### src/rtl/dst_region_rule_check_assert.svh
// assertion macros for the daylight saving rule checker
// used by the top level only, no other dependencies
`ifndef DST_REGION_RULE_CHECK_ASSERT_SVH
`define DST_REGION_RULE_CHECK_ASSERT_SVH

`ifndef SYNTHESIS
`define DRC_ASSERT_IMP(label, clk, rst_n, pre, post) \
    label: assert property (@(posedge clk) disable iff (!rst_n) (pre) |-> (post)) \
        else $error("same-cycle implication failed");
`define DRC_ASSERT_NEXT(label, clk, rst_n, pre, post) \
    label: assert property (@(posedge clk) disable iff (!rst_n) (pre) |=> (post)) \
        else $error("next-cycle implication failed");
`else
`define DRC_ASSERT_IMP(label, clk, rst_n, pre, post)
`define DRC_ASSERT_NEXT(label, clk, rst_n, pre, post)
`endif

`endif

### src/rtl/drc_pkg.sv
// shared types, constants and calendar functions of the dst rule checker
// no dependencies
package drc_pkg;

    localparam int YEAR_W     = 12;
    localparam int MONTH_W    = 4;
    localparam int DAY_W      = 5;
    localparam int HOUR_W     = 5;
    localparam int MINUTE_W   = 6;
    localparam int REGION_W   = 3;
    localparam int OFFSET_W   = 11;
    localparam int MINUTES_W  = 21;
    localparam int RELDAY_W   = 11;
    localparam int TOD_W      = 11;
    localparam int APB_ADDR_W = 3;
    localparam int APB_DATA_W = 32;

    localparam int QUEUE_DEPTH = 2;
    localparam int QUEUE_PTR_W = $clog2(QUEUE_DEPTH);
    localparam int QUEUE_CNT_W = $clog2(QUEUE_DEPTH + 1);

    // floor(y / 100) as (y * CENT_RECIP) >> CENT_SHIFT, exact for 12-bit years
    localparam int CENT_RECIP     = 5243;
    localparam int CENT_SHIFT     = 19;
    localparam int CENT_PROD_W    = 25;
    localparam int CENT_W         = 6;
    localparam int YEARS_PER_CENT = 100;
    localparam int WSUM_W         = 13;
    localparam int MAR1_DOW_BIAS  = 3;
    localparam int MIN_PER_DAY    = 1440;
    localparam int MIN_PER_HOUR   = 60;
    localparam int DAYS_PER_YEAR  = 365;

    typedef enum logic [REGION_W-1:0] {
        REGION_EUROPE      = 3'd0,
        REGION_USA         = 3'd1,
        REGION_AUSTRALIA   = 3'd2,
        REGION_NEW_ZEALAND = 3'd3,
        REGION_EGYPT       = 3'd4
    } drc_region_t;

    typedef enum logic [0:0] {
        REG_REGION_RULE     = 1'b0,
        REG_STANDARD_OFFSET = 1'b1
    } drc_reg_index_t;

    typedef struct packed {
        logic [REGION_W-1:0]        region;
        logic signed [OFFSET_W-1:0] offset;
    } drc_cfg_t;

    typedef struct packed {
        logic [8:0]              start_day;
        logic [8:0]              end_day;
        logic signed [TOD_W-1:0] start_tod;
        logic signed [TOD_W-1:0] end_tod;
        logic                    use_offset;
        logic                    southern;
        logic                    no_rule;
    } drc_rule_t;

    typedef struct packed {
        logic signed [MINUTES_W-1:0] now_min;
        logic signed [MINUTES_W-1:0] start_min;
        logic signed [MINUTES_W-1:0] end_min;
        logic                        southern;
        logic                        no_rule;
    } drc_work_t;

    typedef struct packed {
        logic empty;
        logic full;
    } drc_qstat_t;

    // march-based day of year of day 1, months past december roll on linearly
    function automatic logic [8:0] month_base(input logic [MONTH_W-1:0] m);
        logic [8:0] b;
        unique case (m)
            4'd0:  b = 9'd306;
            4'd1:  b = 9'd337;
            4'd2:  b = 9'd0;
            4'd3:  b = 9'd31;
            4'd4:  b = 9'd61;
            4'd5:  b = 9'd92;
            4'd6:  b = 9'd122;
            4'd7:  b = 9'd153;
            4'd8:  b = 9'd184;
            4'd9:  b = 9'd214;
            4'd10: b = 9'd245;
            4'd11: b = 9'd275;
            4'd12: b = 9'd306;
            4'd13: b = 9'd337;
            4'd14: b = 9'd367;
            4'd15: b = 9'd398;
        endcase
        return b;
    endfunction

    // residue mod 7 by folding octal digits, 8 = 1 mod 7
    function automatic logic [2:0] mod7_fold(input logic [WSUM_W-1:0] x);
        logic [4:0] a;
        logic [3:0] b;
        a = 5'(x[2:0]) + 5'(x[5:3]) + 5'(x[8:6]) + 5'(x[11:9]) + 5'(x[12]);
        b = 4'(a[2:0]) + 4'(a[4:3]);
        return (b >= 4'd7) ? 3'(b - 4'd7) : b[2:0];
    endfunction

    function automatic logic [2:0] mod7_add(input logic [2:0] w, input logic [2:0] c);
        logic [3:0] s;
        s = 4'(w) + 4'(c);
        return (s >= 4'd7) ? 3'(s - 4'd7) : s[2:0];
    endfunction

    // days forward from a weekday to the next sunday
    function automatic logic [2:0] to_sunday(input logic [2:0] k);
        return (k == 3'd0) ? 3'd0 : 3'(4'd7 - 4'(k));
    endfunction

    // transition days relative to march 1, w is the weekday of march 1
    function automatic drc_rule_t rule_lookup(input logic [REGION_W-1:0] region,
                                              input logic [2:0] w);
        drc_rule_t r;
        r = '0;
        unique case (region)
            REGION_EUROPE: begin
                r.start_day = 9'd30 - 9'(mod7_add(w, 3'd2));
                r.end_day   = 9'd244 - 9'(mod7_add(w, 3'd6));
                r.start_tod = 11'sd60;
                r.end_tod   = 11'sd60;
            end
            REGION_USA: begin
                r.start_day  = 9'd7 + 9'(to_sunday(w));
                r.end_day    = 9'd245 + 9'(to_sunday(w));
                r.start_tod  = 11'sd120;
                r.end_tod    = 11'sd60;
                r.use_offset = 1'b1;
            end
            REGION_AUSTRALIA: begin
                r.start_day  = 9'd214 + 9'(to_sunday(mod7_add(w, 3'd4)));
                r.end_day    = 9'd31 + 9'(to_sunday(mod7_add(w, 3'd3)));
                r.start_tod  = 11'sd120;
                r.end_tod    = 11'sd120;
                r.use_offset = 1'b1;
                r.southern   = 1'b1;
            end
            REGION_NEW_ZEALAND: begin
                r.start_day  = 9'd213 - 9'(mod7_add(w, 3'd3));
                r.end_day    = 9'd31 + 9'(to_sunday(mod7_add(w, 3'd3)));
                r.start_tod  = 11'sd120;
                r.end_tod    = 11'sd120;
                r.use_offset = 1'b1;
                r.southern   = 1'b1;
            end
            REGION_EGYPT: begin
                r.start_day = 9'd60 - 9'(mod7_add(w, 3'd6));
                r.end_day   = 9'd244 - 9'(mod7_add(w, 3'd1));
                r.start_tod = -11'sd120;
                r.end_tod   = -11'sd180;
            end
            default: begin
                r.no_rule = 1'b1;
            end
        endcase
        return r;
    endfunction

endpackage

### src/rtl/drc_if.sv
// item channels of the dst rule checker: utc timestamp in, verdict out
// depends on drc_pkg
interface drc_sample_if;
    import drc_pkg::*;

    logic                valid;
    logic                ready;
    logic [YEAR_W-1:0]   year_number;
    logic [MONTH_W-1:0]  month_index;
    logic [DAY_W-1:0]    day_of_month;
    logic [HOUR_W-1:0]   hour_of_day;
    logic [MINUTE_W-1:0] minute_of_hour;

    modport source (
        output valid, year_number, month_index, day_of_month, hour_of_day, minute_of_hour,
        input  ready
    );
    modport sink (
        input  valid, year_number, month_index, day_of_month, hour_of_day, minute_of_hour,
        output ready
    );
endinterface

interface drc_result_if;
    logic valid;
    logic ready;
    logic dst_active;

    modport source (output valid, dst_active, input ready);
    modport sink (input valid, dst_active, output ready);
endinterface

### src/rtl/dst_region_rule_check.sv
// daylight saving rule checker, top level
// path from sample acceptance to result valid: capture, then three front stages
// (weekday and leap, relative day, minute math), the queue and the registered compare
// stage; throughput one item per cycle unless result.ready back-pressure stalls the flow
// a two-item queue and the result register keep items moving under stalls
// reset (asynchronous, active low) empties the pipeline and clears both registers
`include "dst_region_rule_check_assert.svh"

module dst_region_rule_check (
    input  logic                           clk,
    input  logic                           rst_n,
    input  logic                           psel,
    input  logic                           penable,
    input  logic                           pwrite,
    input  logic [drc_pkg::APB_ADDR_W-1:0] paddr,
    input  logic [drc_pkg::APB_DATA_W-1:0] pwdata,
    output logic [drc_pkg::APB_DATA_W-1:0] prdata,
    output logic                           pready,
    drc_sample_if.sink                     sample,
    drc_result_if.source                   result
);
    import drc_pkg::*;

    drc_cfg_t   cfg;
    drc_work_t  front_work;
    drc_work_t  head;
    drc_qstat_t qstat;
    logic       front_push;
    logic       back_pop;

    drc_cfg u_cfg (
        .clk     (clk),
        .rst_n   (rst_n),
        .psel    (psel),
        .penable (penable),
        .pwrite  (pwrite),
        .paddr   (paddr),
        .pwdata  (pwdata),
        .prdata  (prdata),
        .pready  (pready),
        .cfg     (cfg)
    );

    drc_front u_front (
        .clk    (clk),
        .rst_n  (rst_n),
        .sample (sample),
        .cfg    (cfg),
        .full   (qstat.full),
        .push   (front_push),
        .work   (front_work)
    );

    drc_queue u_queue (
        .clk     (clk),
        .rst_n   (rst_n),
        .push    (front_push),
        .wr_data (front_work),
        .pop     (back_pop),
        .rd_data (head),
        .stat    (qstat)
    );

    drc_back u_back (
        .clk    (clk),
        .rst_n  (rst_n),
        .head   (head),
        .stat   (qstat),
        .pop    (back_pop),
        .result (result)
    );

    `DRC_ASSERT_IMP(a_unknown_region_off, clk, rst_n,
        result.valid && (cfg.region > REGION_EGYPT), !result.dst_active)
    `DRC_ASSERT_IMP(a_result_from_queue, clk, rst_n, $rose(result.valid), $past(!qstat.empty))
    `DRC_ASSERT_NEXT(a_queue_drains, clk, rst_n, !qstat.empty && !result.valid, result.valid)

endmodule

### src/rtl/drc_cfg.sv
// apb register file: region rule and standard offset
// depends on drc_pkg
module drc_cfg (
    input  logic                           clk,
    input  logic                           rst_n,
    input  logic                           psel,
    input  logic                           penable,
    input  logic                           pwrite,
    input  logic [drc_pkg::APB_ADDR_W-1:0] paddr,
    input  logic [drc_pkg::APB_DATA_W-1:0] pwdata,
    output logic [drc_pkg::APB_DATA_W-1:0] prdata,
    output logic                           pready,
    output drc_pkg::drc_cfg_t              cfg
);
    import drc_pkg::*;

    logic [REGION_W-1:0]        region_reg;
    logic signed [OFFSET_W-1:0] offset_reg;
    logic                       wr_en;
    drc_reg_index_t             index;

    assign pready = 1'b1;
    assign wr_en  = psel && penable && pwrite && pready;
    assign index  = drc_reg_index_t'(paddr[2]);

    always_ff @(posedge clk or negedge rst_n)
    begin
        if (!rst_n)
        begin
            region_reg <= '0;
            offset_reg <= '0;
        end
        else if (wr_en)
        begin
            unique case (index)
                REG_REGION_RULE:     region_reg <= pwdata[REGION_W-1:0];
                REG_STANDARD_OFFSET: offset_reg <= $signed(pwdata[OFFSET_W-1:0]);
                default:             region_reg <= region_reg;
            endcase
        end
    end

    always_comb
    begin
        unique case (index)
            REG_REGION_RULE:     prdata = APB_DATA_W'(region_reg);
            REG_STANDARD_OFFSET: prdata = APB_DATA_W'(offset_reg);
            default:             prdata = '0;
        endcase
    end

    assign cfg.region = region_reg;
    assign cfg.offset = offset_reg;

endmodule

### src/rtl/drc_front.sv
// front pipeline: timestamp to minutes from march 1 and rule transitions
// depends on drc_pkg and drc_if
module drc_front (
    input  logic                clk,
    input  logic                rst_n,
    drc_sample_if.sink          sample,
    input  drc_pkg::drc_cfg_t   cfg,
    input  logic                full,
    output logic                push,
    output drc_pkg::drc_work_t  work
);
    import drc_pkg::*;

    // stage 1: captured fields and century count
    logic                s1_valid_reg;
    logic [YEAR_W-1:0]   s1_year_reg;
    logic [MONTH_W-1:0]  s1_month_reg;
    logic [DAY_W-1:0]    s1_day_reg;
    logic [HOUR_W-1:0]   s1_hour_reg;
    logic [MINUTE_W-1:0] s1_min_reg;
    logic [CENT_W-1:0]   s1_cent_reg;
    // stage 2: weekday sum, leap flag, day of march-based year
    logic                       s2_valid_reg;
    logic [WSUM_W-1:0]          s2_wsum_reg;
    logic                       s2_leap_reg;
    logic                       s2_jan_feb_reg;
    logic signed [RELDAY_W-1:0] s2_relpre_reg;
    logic [TOD_W-1:0]           s2_hm_reg;
    // stage 3: weekday of march 1 and day relative to march 1
    logic                       s3_valid_reg;
    logic [2:0]                 s3_wday_reg;
    logic signed [RELDAY_W-1:0] s3_rel_reg;
    logic [TOD_W-1:0]           s3_hm_reg;
    // stage 4: minutes of now and both transitions
    logic                       s4_valid_reg;
    drc_work_t                  s4_work_reg;

    logic rdy1, rdy2, rdy3, rdy4;

    logic [CENT_PROD_W-1:0]     cent_prod;
    logic [YEAR_W-1:0]          rem100;
    logic                       rem_zero;
    logic                       leap;
    logic [WSUM_W-1:0]          wsum;
    logic signed [RELDAY_W-1:0] relpre;
    logic [TOD_W-1:0]           hm;
    logic signed [RELDAY_W-1:0] year_len;
    drc_rule_t                  rule;
    drc_work_t                  work_next;

    assign rdy4 = !s4_valid_reg || !full;
    assign rdy3 = !s3_valid_reg || rdy4;
    assign rdy2 = !s2_valid_reg || rdy3;
    assign rdy1 = !s1_valid_reg || rdy2;
    assign sample.ready = rdy1;
    assign push = s4_valid_reg && !full;
    assign work = s4_work_reg;

    assign cent_prod = CENT_PROD_W'(sample.year_number) * CENT_PROD_W'(CENT_RECIP);

    assign rem100   = s1_year_reg - YEAR_W'(s1_cent_reg) * YEAR_W'(YEARS_PER_CENT);
    assign rem_zero = (rem100 == '0);
    assign leap     = ((s1_year_reg[1:0] == 2'd0) && !rem_zero)
                   || (rem_zero && (s1_cent_reg[1:0] == 2'd0));
    assign wsum     = WSUM_W'(s1_year_reg) + WSUM_W'(s1_year_reg[YEAR_W-1:2])
                    - WSUM_W'(s1_cent_reg) + WSUM_W'(s1_cent_reg[CENT_W-1:2])
                    + WSUM_W'(MAR1_DOW_BIAS);
    assign relpre   = $signed(RELDAY_W'(month_base(s1_month_reg)))
                    + $signed(RELDAY_W'(s1_day_reg)) - RELDAY_W'(1);
    assign hm       = TOD_W'(s1_hour_reg) * TOD_W'(MIN_PER_HOUR) + TOD_W'(s1_min_reg);

    // january and february belong to the march-based year before
    assign year_len = $signed(RELDAY_W'(DAYS_PER_YEAR)) + $signed(RELDAY_W'(s2_leap_reg));

    assign rule = rule_lookup(cfg.region, s3_wday_reg);

    always_comb
    begin
        work_next.now_min   = MINUTES_W'(s3_rel_reg) * MINUTES_W'(MIN_PER_DAY)
                            + $signed(MINUTES_W'(s3_hm_reg));
        work_next.start_min = $signed(MINUTES_W'(rule.start_day)) * MINUTES_W'(MIN_PER_DAY)
                            + MINUTES_W'(rule.start_tod)
                            - (rule.use_offset ? MINUTES_W'(cfg.offset) : '0);
        work_next.end_min   = $signed(MINUTES_W'(rule.end_day)) * MINUTES_W'(MIN_PER_DAY)
                            + MINUTES_W'(rule.end_tod)
                            - (rule.use_offset ? MINUTES_W'(cfg.offset) : '0);
        work_next.southern  = rule.southern;
        work_next.no_rule   = rule.no_rule;
    end

    always_ff @(posedge clk or negedge rst_n)
    begin
        if (!rst_n)
        begin
            s1_valid_reg <= 1'b0;
            s2_valid_reg <= 1'b0;
            s3_valid_reg <= 1'b0;
            s4_valid_reg <= 1'b0;
        end
        else
        begin
            if (rdy1)
                s1_valid_reg <= sample.valid;
            if (rdy2)
                s2_valid_reg <= s1_valid_reg;
            if (rdy3)
                s3_valid_reg <= s2_valid_reg;
            if (rdy4)
                s4_valid_reg <= s3_valid_reg;
        end
    end

    always_ff @(posedge clk)
    begin
        if (rdy1 && sample.valid)
        begin
            s1_year_reg  <= sample.year_number;
            s1_month_reg <= sample.month_index;
            s1_day_reg   <= sample.day_of_month;
            s1_hour_reg  <= sample.hour_of_day;
            s1_min_reg   <= sample.minute_of_hour;
            s1_cent_reg  <= cent_prod[CENT_SHIFT +: CENT_W];
        end
        if (rdy2 && s1_valid_reg)
        begin
            s2_wsum_reg    <= wsum;
            s2_leap_reg    <= leap;
            s2_jan_feb_reg <= (s1_month_reg[MONTH_W-1:1] == '0);
            s2_relpre_reg  <= relpre;
            s2_hm_reg      <= hm;
        end
        if (rdy3 && s2_valid_reg)
        begin
            s3_wday_reg <= mod7_fold(s2_wsum_reg);
            s3_rel_reg  <= s2_jan_feb_reg ? (s2_relpre_reg - year_len) : s2_relpre_reg;
            s3_hm_reg   <= s2_hm_reg;
        end
        if (rdy4 && s3_valid_reg)
            s4_work_reg <= work_next;
    end

endmodule

### src/rtl/drc_queue.sv
// short queue between the front pipeline and the compare stage
// depends on drc_pkg
module drc_queue (
    input  logic                clk,
    input  logic                rst_n,
    input  logic                push,
    input  drc_pkg::drc_work_t  wr_data,
    input  logic                pop,
    output drc_pkg::drc_work_t  rd_data,
    output drc_pkg::drc_qstat_t stat
);
    import drc_pkg::*;

    drc_work_t              entry_reg [QUEUE_DEPTH];
    logic [QUEUE_PTR_W-1:0] wr_ptr_reg, wr_ptr_next;
    logic [QUEUE_PTR_W-1:0] rd_ptr_reg, rd_ptr_next;
    logic [QUEUE_CNT_W-1:0] count_reg, count_next;

    assign wr_ptr_next = (wr_ptr_reg == QUEUE_PTR_W'(QUEUE_DEPTH - 1)) ? '0
                       : wr_ptr_reg + QUEUE_PTR_W'(1);
    assign rd_ptr_next = (rd_ptr_reg == QUEUE_PTR_W'(QUEUE_DEPTH - 1)) ? '0
                       : rd_ptr_reg + QUEUE_PTR_W'(1);

    always_comb
    begin
        count_next = count_reg;
        if (push && !pop)
            count_next = count_reg + QUEUE_CNT_W'(1);
        else if (pop && !push)
            count_next = count_reg - QUEUE_CNT_W'(1);
    end

    always_ff @(posedge clk or negedge rst_n)
    begin
        if (!rst_n)
        begin
            wr_ptr_reg <= '0;
            rd_ptr_reg <= '0;
            count_reg  <= '0;
        end
        else
        begin
            if (push)
                wr_ptr_reg <= wr_ptr_next;
            if (pop)
                rd_ptr_reg <= rd_ptr_next;
            count_reg <= count_next;
        end
    end

    always_ff @(posedge clk)
    begin
        if (push)
            entry_reg[wr_ptr_reg] <= wr_data;
    end

    assign rd_data    = entry_reg[rd_ptr_reg];
    assign stat.empty = (count_reg == '0);
    assign stat.full  = (count_reg == QUEUE_CNT_W'(QUEUE_DEPTH));

endmodule

### src/rtl/drc_back.sv
// compare stage: window test against the transitions, registered result
// depends on drc_pkg and drc_if
module drc_back (
    input  logic                clk,
    input  logic                rst_n,
    input  drc_pkg::drc_work_t  head,
    input  drc_pkg::drc_qstat_t stat,
    output logic                pop,
    drc_result_if.source        result
);
    import drc_pkg::*;

    logic out_valid_reg, out_valid_next;
    logic active_reg;
    logic take;
    logic after_start;
    logic before_end;
    logic active;

    assign take           = !out_valid_reg || result.ready;
    assign pop            = take && !stat.empty;
    assign out_valid_next = take ? !stat.empty : out_valid_reg;

    assign after_start = (head.now_min >= head.start_min);
    assign before_end  = (head.now_min < head.end_min);

    always_comb
    begin
        if (head.no_rule)
            active = 1'b0;
        else if (head.southern)
            active = before_end || after_start;
        else
            active = after_start && before_end;
    end

    always_ff @(posedge clk or negedge rst_n)
    begin
        if (!rst_n)
            out_valid_reg <= 1'b0;
        else
            out_valid_reg <= out_valid_next;
    end

    always_ff @(posedge clk)
    begin
        if (pop)
            active_reg <= active;
    end

    assign result.valid      = out_valid_reg;
    assign result.dst_active = active_reg;

endmodule

### src/flat_wrapper.sv
// flat-port wrapper written by rule: the top's interface ports become plain ports
module dst_region_rule_check_flat import drc_pkg::*;
  (clk, rst_n, psel, penable, pwrite, paddr, pwdata, prdata, pready, sample_valid, sample_year_number, sample_month_index, sample_day_of_month, sample_hour_of_day, sample_minute_of_hour, sample_ready, result_valid, result_dst_active, result_ready);
  drc_sample_if sample_i ();
  drc_result_if result_i ();
  input  logic clk;
  input  logic rst_n;
  input  logic psel;
  input  logic penable;
  input  logic pwrite;
  input  logic [drc_pkg::APB_ADDR_W-1:0] paddr;
  input  logic [drc_pkg::APB_DATA_W-1:0] pwdata;
  output logic [drc_pkg::APB_DATA_W-1:0] prdata;
  output logic pready;
  input wire logic [$bits(sample_i.valid)-1:0] sample_valid;
  input wire logic [$bits(sample_i.year_number)-1:0] sample_year_number;
  input wire logic [$bits(sample_i.month_index)-1:0] sample_month_index;
  input wire logic [$bits(sample_i.day_of_month)-1:0] sample_day_of_month;
  input wire logic [$bits(sample_i.hour_of_day)-1:0] sample_hour_of_day;
  input wire logic [$bits(sample_i.minute_of_hour)-1:0] sample_minute_of_hour;
  output wire logic [$bits(sample_i.ready)-1:0] sample_ready;
  output wire logic [$bits(result_i.valid)-1:0] result_valid;
  output wire logic [$bits(result_i.dst_active)-1:0] result_dst_active;
  input wire logic [$bits(result_i.ready)-1:0] result_ready;
  assign sample_i.valid = sample_valid;
  assign sample_i.year_number = sample_year_number;
  assign sample_i.month_index = sample_month_index;
  assign sample_i.day_of_month = sample_day_of_month;
  assign sample_i.hour_of_day = sample_hour_of_day;
  assign sample_i.minute_of_hour = sample_minute_of_hour;
  assign sample_ready = sample_i.ready;
  assign result_valid = result_i.valid;
  assign result_dst_active = result_i.dst_active;
  assign result_i.ready = result_ready;
  dst_region_rule_check u_core (.clk(clk), .rst_n(rst_n), .psel(psel), .penable(penable), .pwrite(pwrite), .paddr(paddr), .pwdata(pwdata), .prdata(prdata), .pready(pready), .sample(sample_i), .result(result_i));
endmodule
### config.mk
export PLATFORM = sky130hd
export DESIGN_NAME = dst_region_rule_check_flat
export DESIGN_NICKNAME = d
export VERILOG_FILES = /design/src/rtl/drc_pkg.sv /design/src/rtl/drc_if.sv /design/src/rtl/dst_region_rule_check.sv /design/src/rtl/drc_cfg.sv /design/src/rtl/drc_front.sv /design/src/rtl/drc_queue.sv /design/src/rtl/drc_back.sv /design/src/flat_wrapper.sv
export VERILOG_INCLUDE_DIRS = /design/src /design/src/rtl
export SDC_FILE = /design/constraint.sdc
export NUM_CORES = 1
export LEC_CHECK = 0
export ABC_AREA = 1
export BUFFER_PORTS_ARGS = -buffer_cell sky130_fd_sc_hd__clkbuf_2
export CAP_MARGIN = 40
export CELL_PAD_IN_SITES_DETAIL_PLACEMENT = 2
export CELL_PAD_IN_SITES_GLOBAL_PLACEMENT = 2
export CORE_MARGIN = 2
export CORE_UTILIZATION = 41
export DETAILED_ROUTE_END_ITERATION = 12
export GPL_ROUTABILITY_DRIVEN = 0
export PLACE_DENSITY_LB_ADDON = 0.1
export SYNTH_ARGS = -nofsm -noshare
export SYNTH_HDL_FRONTEND = slang
export SYNTH_SLANG_ARGS = --single-unit
### constraint.sdc
create_clock -name clk -period 9.7 [get_ports clk]
set_input_delay 0.97 -clock clk [delete_from_list [all_inputs] [get_ports clk]]
set_output_delay 0.97 -clock clk [all_outputs]
set_load 0.02 [all_outputs]
==> results of run 1 <==
-- cells in the mapped netlist (all sizes together) (2+ instances only) --
master / instances / area (um^2)
a221oi: 2 / 17.5
mux2: 8 / 90.1
xnor2: 35 / 307
inv: 513 / 1930
o211ai: 5 / 37.5
fa: 142 / 2840
o2111ai: 3 / 26.3
clkbuf: 8 / 30.0
buf: 31 / 219
a211oi: 2 / 15.0
o21a: 3 / 22.5
o21ai: 99 / 503
a31oi: 7 / 43.8
ha: 379 / 4740
dfrtp: 23 / 576
a21boi: 6 / 48.8
a21oi: 140 / 719
xor2: 94 / 831
or2: 5 / 31.3
nand3b: 6 / 45.0
dfxtp: 9 / 180
nand2: 507 / 1970
o21bai: 9 / 67.6
o31ai: 2 / 15.0
a21o: 10 / 75.1
nor2: 148 / 592
nand3: 99 / 495
edfxtp: 290 / 8710
nor4: 5 / 31.3
nand4: 28 / 175
nor3: 17 / 90.1
mux2i: 42 / 420
o22ai: 3 / 18.8
-- critical path: cells and delay by family, from the launching register on --
kind / cells / cell delay, ns
adder cells (fa/ha/maj): 9 / 3.41
AND/OR/NAND/NOR: 12 / 1.42
AO/OA/AOI/OAI: 4 / 1.21
buffers and inverters: 8 / 0.84
flip-flops: 1 / 0.63
XOR/XNOR: 3 / 0.61
-- logic make-up after synthesis --
family / Yosys count / synth area share
AO/OA/AOI/OAI: 294 / 0.0630
XOR/XNOR: 129 / 0.0438
adder cells (fa/ha/maj): 521 / 0.292
buffers and inverters: 553 / 0.0841
flip-flops: 322 / 0.364
multiplexers: 50 / 0.0196
other: 1 / 0.000144
AND/OR/NAND/NOR: 820 / 0.133
-- path summary, 6_finish.rpt --
path,from,end,slack (ns),cells past startpoint
max,u_core.u_front.s3_wday_reg[0],u_core.u_front.work[20],1.28,36
min,u_core.u_front.work[51],u_core.u_queue.entry_reg[0][51],0.42,0
max reg2reg,u_core.u_front.s3_wday_reg[0],u_core.u_front.work[20],1.28,36
min reg2reg,u_core.u_front.work[51],u_core.u_queue.entry_reg[0][51],0.42,0
max in group asynchronous,rst_n,u_core.u_queue.rd_ptr_reg,8.76,1
min in group asynchronous,rst_n,u_core.u_cfg.offset_reg[4],0.43,1
-- layout by cell type, fill, tap and decap left out, types with 6 or more instances in the layout --
cell and n:
nand3_1 99, dfxtp_1 9, nand2_2 6, nand4_1 28, nor2_1 140, xor2_1 93
o21ai_1 9, clkbuf_16 40, bufinv_16 6, a31oi_1 7, nand2_1 495, o21bai_1 9
a21o_1 10, mux2i_1 42, ha_1 379, buf_4 9, clkbuf_2 85, xnor2_1 35
o21ai_0 88, nand3b_1 6, a21oi_1 137, edfxtp_1 290, mux2_2 8, inv_1 508
nor3_1 16, fa_1 142, dfrtp_1 22
-- area by class of cell --
| type | instances | area [um^2] | share of cell area |
|---|---|---|---|
| clock inverter | 24 | 302 | 0.0105 |
| sequential | 322 | 9470 | 0.329 |
| inverter | 514 | 1940 | 0.0673 |
| clock buffer | 45 | 1030 | 0.0358 |
| tap | 846 | 1060 | 0.0368 |
| timing repair buffer | 98 | 596 | 0.0207 |
| multi-input combinational | 1815 | 14400 | 0.500 |
-- routing by layer --
metal | track usage | share of wire | up-vias
met5 | 0 | 0.00031 | -
met4 | 0.0426 | 0.015 | 4
met3 | 0.0233 | 0.019 | 69
met2 | 0.443 | 0.54 | 141
met1 | 0.268 | 0.42 | 9460
li1 | - | - | 9014
-- stage by stage --
stage	instances	setup slack [ns]	hold slack, ns
after floorplan	2690	2.81	0.400
after global placement	3590	1.86	0.403
after detailed placement	3594	1.47	0.407
after CTS	3663	1.22	0.422
after global routing	3664	0.652	0.432
final	3664	1.28	0.422
==> impl_results.md, run 1 <==
- Top-level port count: 110
- Initial core utilization: 0.413
- Vias in the first global route: 22.0k
- CTS sink count: 322
- Crit-path max cell delay: 0.63 ns
- Worst Clk Skew: 0.0423 ns
- Synthesis-to-layout area growth: 10.6%
- CTS resizes: 0
- Hold Crit Class: reg2reg
- Clock transition at the registers of the reported paths: 0.06 ns
- Grt total ovfl: 0
- Placed inst area: 27400 um^2
- Root buffer cell: clkbuf_16
- Slowest cell on the critical path: edfxtp_1
- H-tree level count: 2
- Die area: 65400 um^2
- Vias/cell: 5.10
- Share of cells above drive strength 1: 0.0735
- Largest net degree at the start of global routing: 64
- Max cap viols: 0
- Max_slew headroom: 0.398
- Fillers: 6779
- Clk Latency, worst-skew pair: 0.59 ns
- Number of flops mapped to enable cells by yosys: 290
- Required @ worst endpoint: 10.00 ns
- Drt wl/cell: 19.9 um
- Number of synthesis warnings: 0
- Clock Tree Buf Depth: 3
- Pre-antenna DRT Iters: 4
- Slew @ Worst Pin: 0.903 ns
- Endpoints failing setup: 0
- Post-DP HPWL: 58200 um
- Sequential share of the synthesized area: 0.364
- Post-synth cell types: 61
- Fin. Hold Viols: 0
- WS Path Type: reg2reg
- Run status: finished, final reports clean
- Cell Area, Synth: 26000 um^2
- CP max FO: 11
- Crit end category: flop
- Async SR Flop Fraction: 0.0714
- Nets: 3386
- Crit path DAT: 8.71 ns
- Final slew viol count: 0
- Tmin final: 8.42 ns
- Remaining antenna violation count: 0
- Post-Syn Nets: 3285
- Setup TNS: 0 ns
- FF+latch count, synth: 322
- Final wirelength: 73000 um
- Die span in x: 256 um
- Die height: 256 um
- Global-route wire length before repair: 119000 um
- Cell Rows: 92
- I/O Buffers: 85
- Achievable clock frequency: 119 MHz
- CTS tree: built
- Startpoint types: flop
- Total CTS buffers: 40
- Residual DRC: 0
- Setup repair bufs after CTS: 0
- Ys flop type: edfxtp_1
- Initial antenna violation count: 2
- Syn Area/Cell: 9.66 um^2
- Final Cycle Share: 0.868
- Vias: 18.7k
- Fin area: 28700 um^2
- Most used cell along the critical path: inv_1
- Finished Core Util: 0.457
- Initial DRC count: 594
- Unrepaired setup endpoints after global routing: no
- CORE AREA: 62900 um^2
- Hold buffers post-CTS: 0
- GR Util All Layers: 0.227
- Inserted Diodes: 0
- Syn Inst Count: 2690
- Max reg flops: 126
Power of run 1 is left out: the tool's default activity adds up to more than one toggle a clock period on the data nets, which glitch-free logic cannot reach.
==> run 2: changes to the inputs <==
- REMOVE_ABC_BUFFERS: default -> 1
==> impl_results.md, run 2 (same netlist as run 1, synthesis figures left out) <==
- Run status: finished, final reports clean
- Post-DP HPWL: 58700 um
- Initial DRC count: 510
- CTS tree: built
- Clk Latency, worst-skew pair: 0.57 ns
- Share of cells above drive strength 1: 0.0738
- Worst Clk Skew: 0.0298 ns
- CTS sink count: 322
- Hold Crit Class: in2async
- Vias: 18.7k
- Final wirelength: 73000 um
- CP top delay family: adder cells
- Die span in x: 256 um
- Setup repair bufs after CTS: 0
- Crit path DAT: 8.57 ns
- Drt wl/cell: 19.9 um
- Tmin final: 8.25 ns
- Endpoints failing setup: 0
- Required @ worst endpoint: 10.01 ns
- Commonest cells after routing, fill and taps aside: inv_1, nand2_1, ha_1
- Die height: 256 um
- Max reg flops: 126
- Max_slew headroom: 0.459
- Nets: 3385
- Largest net degree at the start of global routing: 64
- Die area: 65400 um^2
- Clock transition at the registers of the reported paths: 0.07 ns
- Unrepaired setup endpoints after global routing: no
- CORE AREA: 62900 um^2
- Inserted Diodes: 0
- Startpoint types: flop
- Hold buffers post-CTS: 0
- Root buffer cell: clkbuf_16
- Pre-antenna DRT Iters: 5
- GR Util All Layers: 0.227
- Top-level port count: 110
- Crit-path max cell delay: 0.63 ns
- Synthesis-to-layout area growth: 10.4%
- Bufs and invs on worst path: 6
- Cell Rows: 92
- Clock Tree Buf Depth: 3
- Final Cycle Share: 0.851
- Slew @ Worst Pin: 0.811 ns
- WS Path Type: reg2reg
- Residual DRC: 0
- Setup TNS: 0 ns
- Slowest cell on the critical path: edfxtp_1
- Most used cell along the critical path: nand2_1
- Initial core utilization: 0.413
- Vias in the first global route: 22.0k
- Grt total ovfl: 0
- Fin. Hold Viols: 0
- H-tree level count: 2
- CP max FO: 11
- Remaining antenna violation count: 0
- Crit end category: flop
- Final slew viol count: 0
- Max cap viols: 0
- Fillers: 6808
- Commonest non-fill, non-tap cell in the layout: inv_1
- Global-route wire length before repair: 119000 um
- Achievable clock frequency: 121 MHz
- CTS resizes: 0
- Initial antenna violation count: 2
- Vias/cell: 5.09
- I/O Buffers: 85
- Total CTS buffers: 38
[run 2: cell count changes in the layout (fill, tap and decap cells not counted)]
cell and delta:
clkbuf_8 -1, clkinvlp_4 +4, inv_8 +1, clkinv_1 +1, clkbuf_16 -2, buf_12 +1
bufinv_16 -2, clkinv_4 -1, clkbuf_1 -1, inv_6 +1
[run 2: path summary, 6_finish.rpt]
path,start,to,slack [ns],cells after the start
worst max register to register,u_core.u_front.s3_wday_reg[0],u_core.u_front.work[21],1.45,34
max in group asynchronous,rst_n,u_core.u_queue.rd_ptr_reg,8.77,1
worst min-delay path,rst_n,u_core.u_queue.wr_ptr_reg,0.44,1
worst min register to register,u_core.u_front.s2_hm_reg[8],u_core.u_front.s3_hm_reg[8],0.44,0
min in group clk,u_core.u_front.s2_hm_reg[8],u_core.u_front.s3_hm_reg[8],0.44,0
worst max-delay path,u_core.u_front.s3_wday_reg[0],u_core.u_front.work[21],1.45,34
[run 2: stage by stage]
step | worst slack, ns | instance area [um^2] | utilization | hold WS [ns] | cells
2_1_floorplan | 2.81 | 25700 | - | 0.400 | 2651
3_3_place_gp | 1.78 | 27300 | 0.434 | 0.402 | 3590
5_1_grt | 0.886 | 28700 | 0.456 | 0.443 | 3665
3_5_place_dp | 1.40 | 27400 | 0.436 | 0.410 | 3595
4_1_cts | 1.37 | 28700 | 0.456 | 0.433 | 3664
6_report | 1.45 | 28700 | 0.456 | 0.436 | 3665
[run 2: routing by layer]
| metal | up-vias | routed length (um) | track usage |
|---|---|---|---|
| li1 | 9019 | - | - |
| met1 | 9427 | 30900 | 0.268 |
| met2 | 134 | 39600 | 0.440 |
| met3 | 84 | 1150 | 0.0214 |
| met4 | 4 | 1370 | 0.0510 |
| met5 | - | 22 | 0 |
[run 2: final cells by class]
type | instances | area (um^2) | area share
Sequential cell | 322 | 9470 | 0.330
Tap cell | 846 | 1060 | 0.0369
Clock buffer | 41 | 962 | 0.0335
Timing Repair Buffer | 99 | 616 | 0.0215
Multi-Input combinational cell | 1815 | 14400 | 0.501
Inverter | 514 | 1940 | 0.0675
Clock inverter | 28 | 287 | 0.00999
[run 2: worst reg2reg max path: cells and delay by family (launching register included)]
family | cells | cell delay (ns)
adders and majority gates | 9 | 3.33
and+or+nand+nor | 13 | 1.74
AOI/OAI and AO/OA | 3 | 0.96
xor gates and xnor gates | 3 | 0.71
buffers and inverters | 6 | 0.64
DFF | 1 | 0.63
Power of run 2 is left out for the same reason.
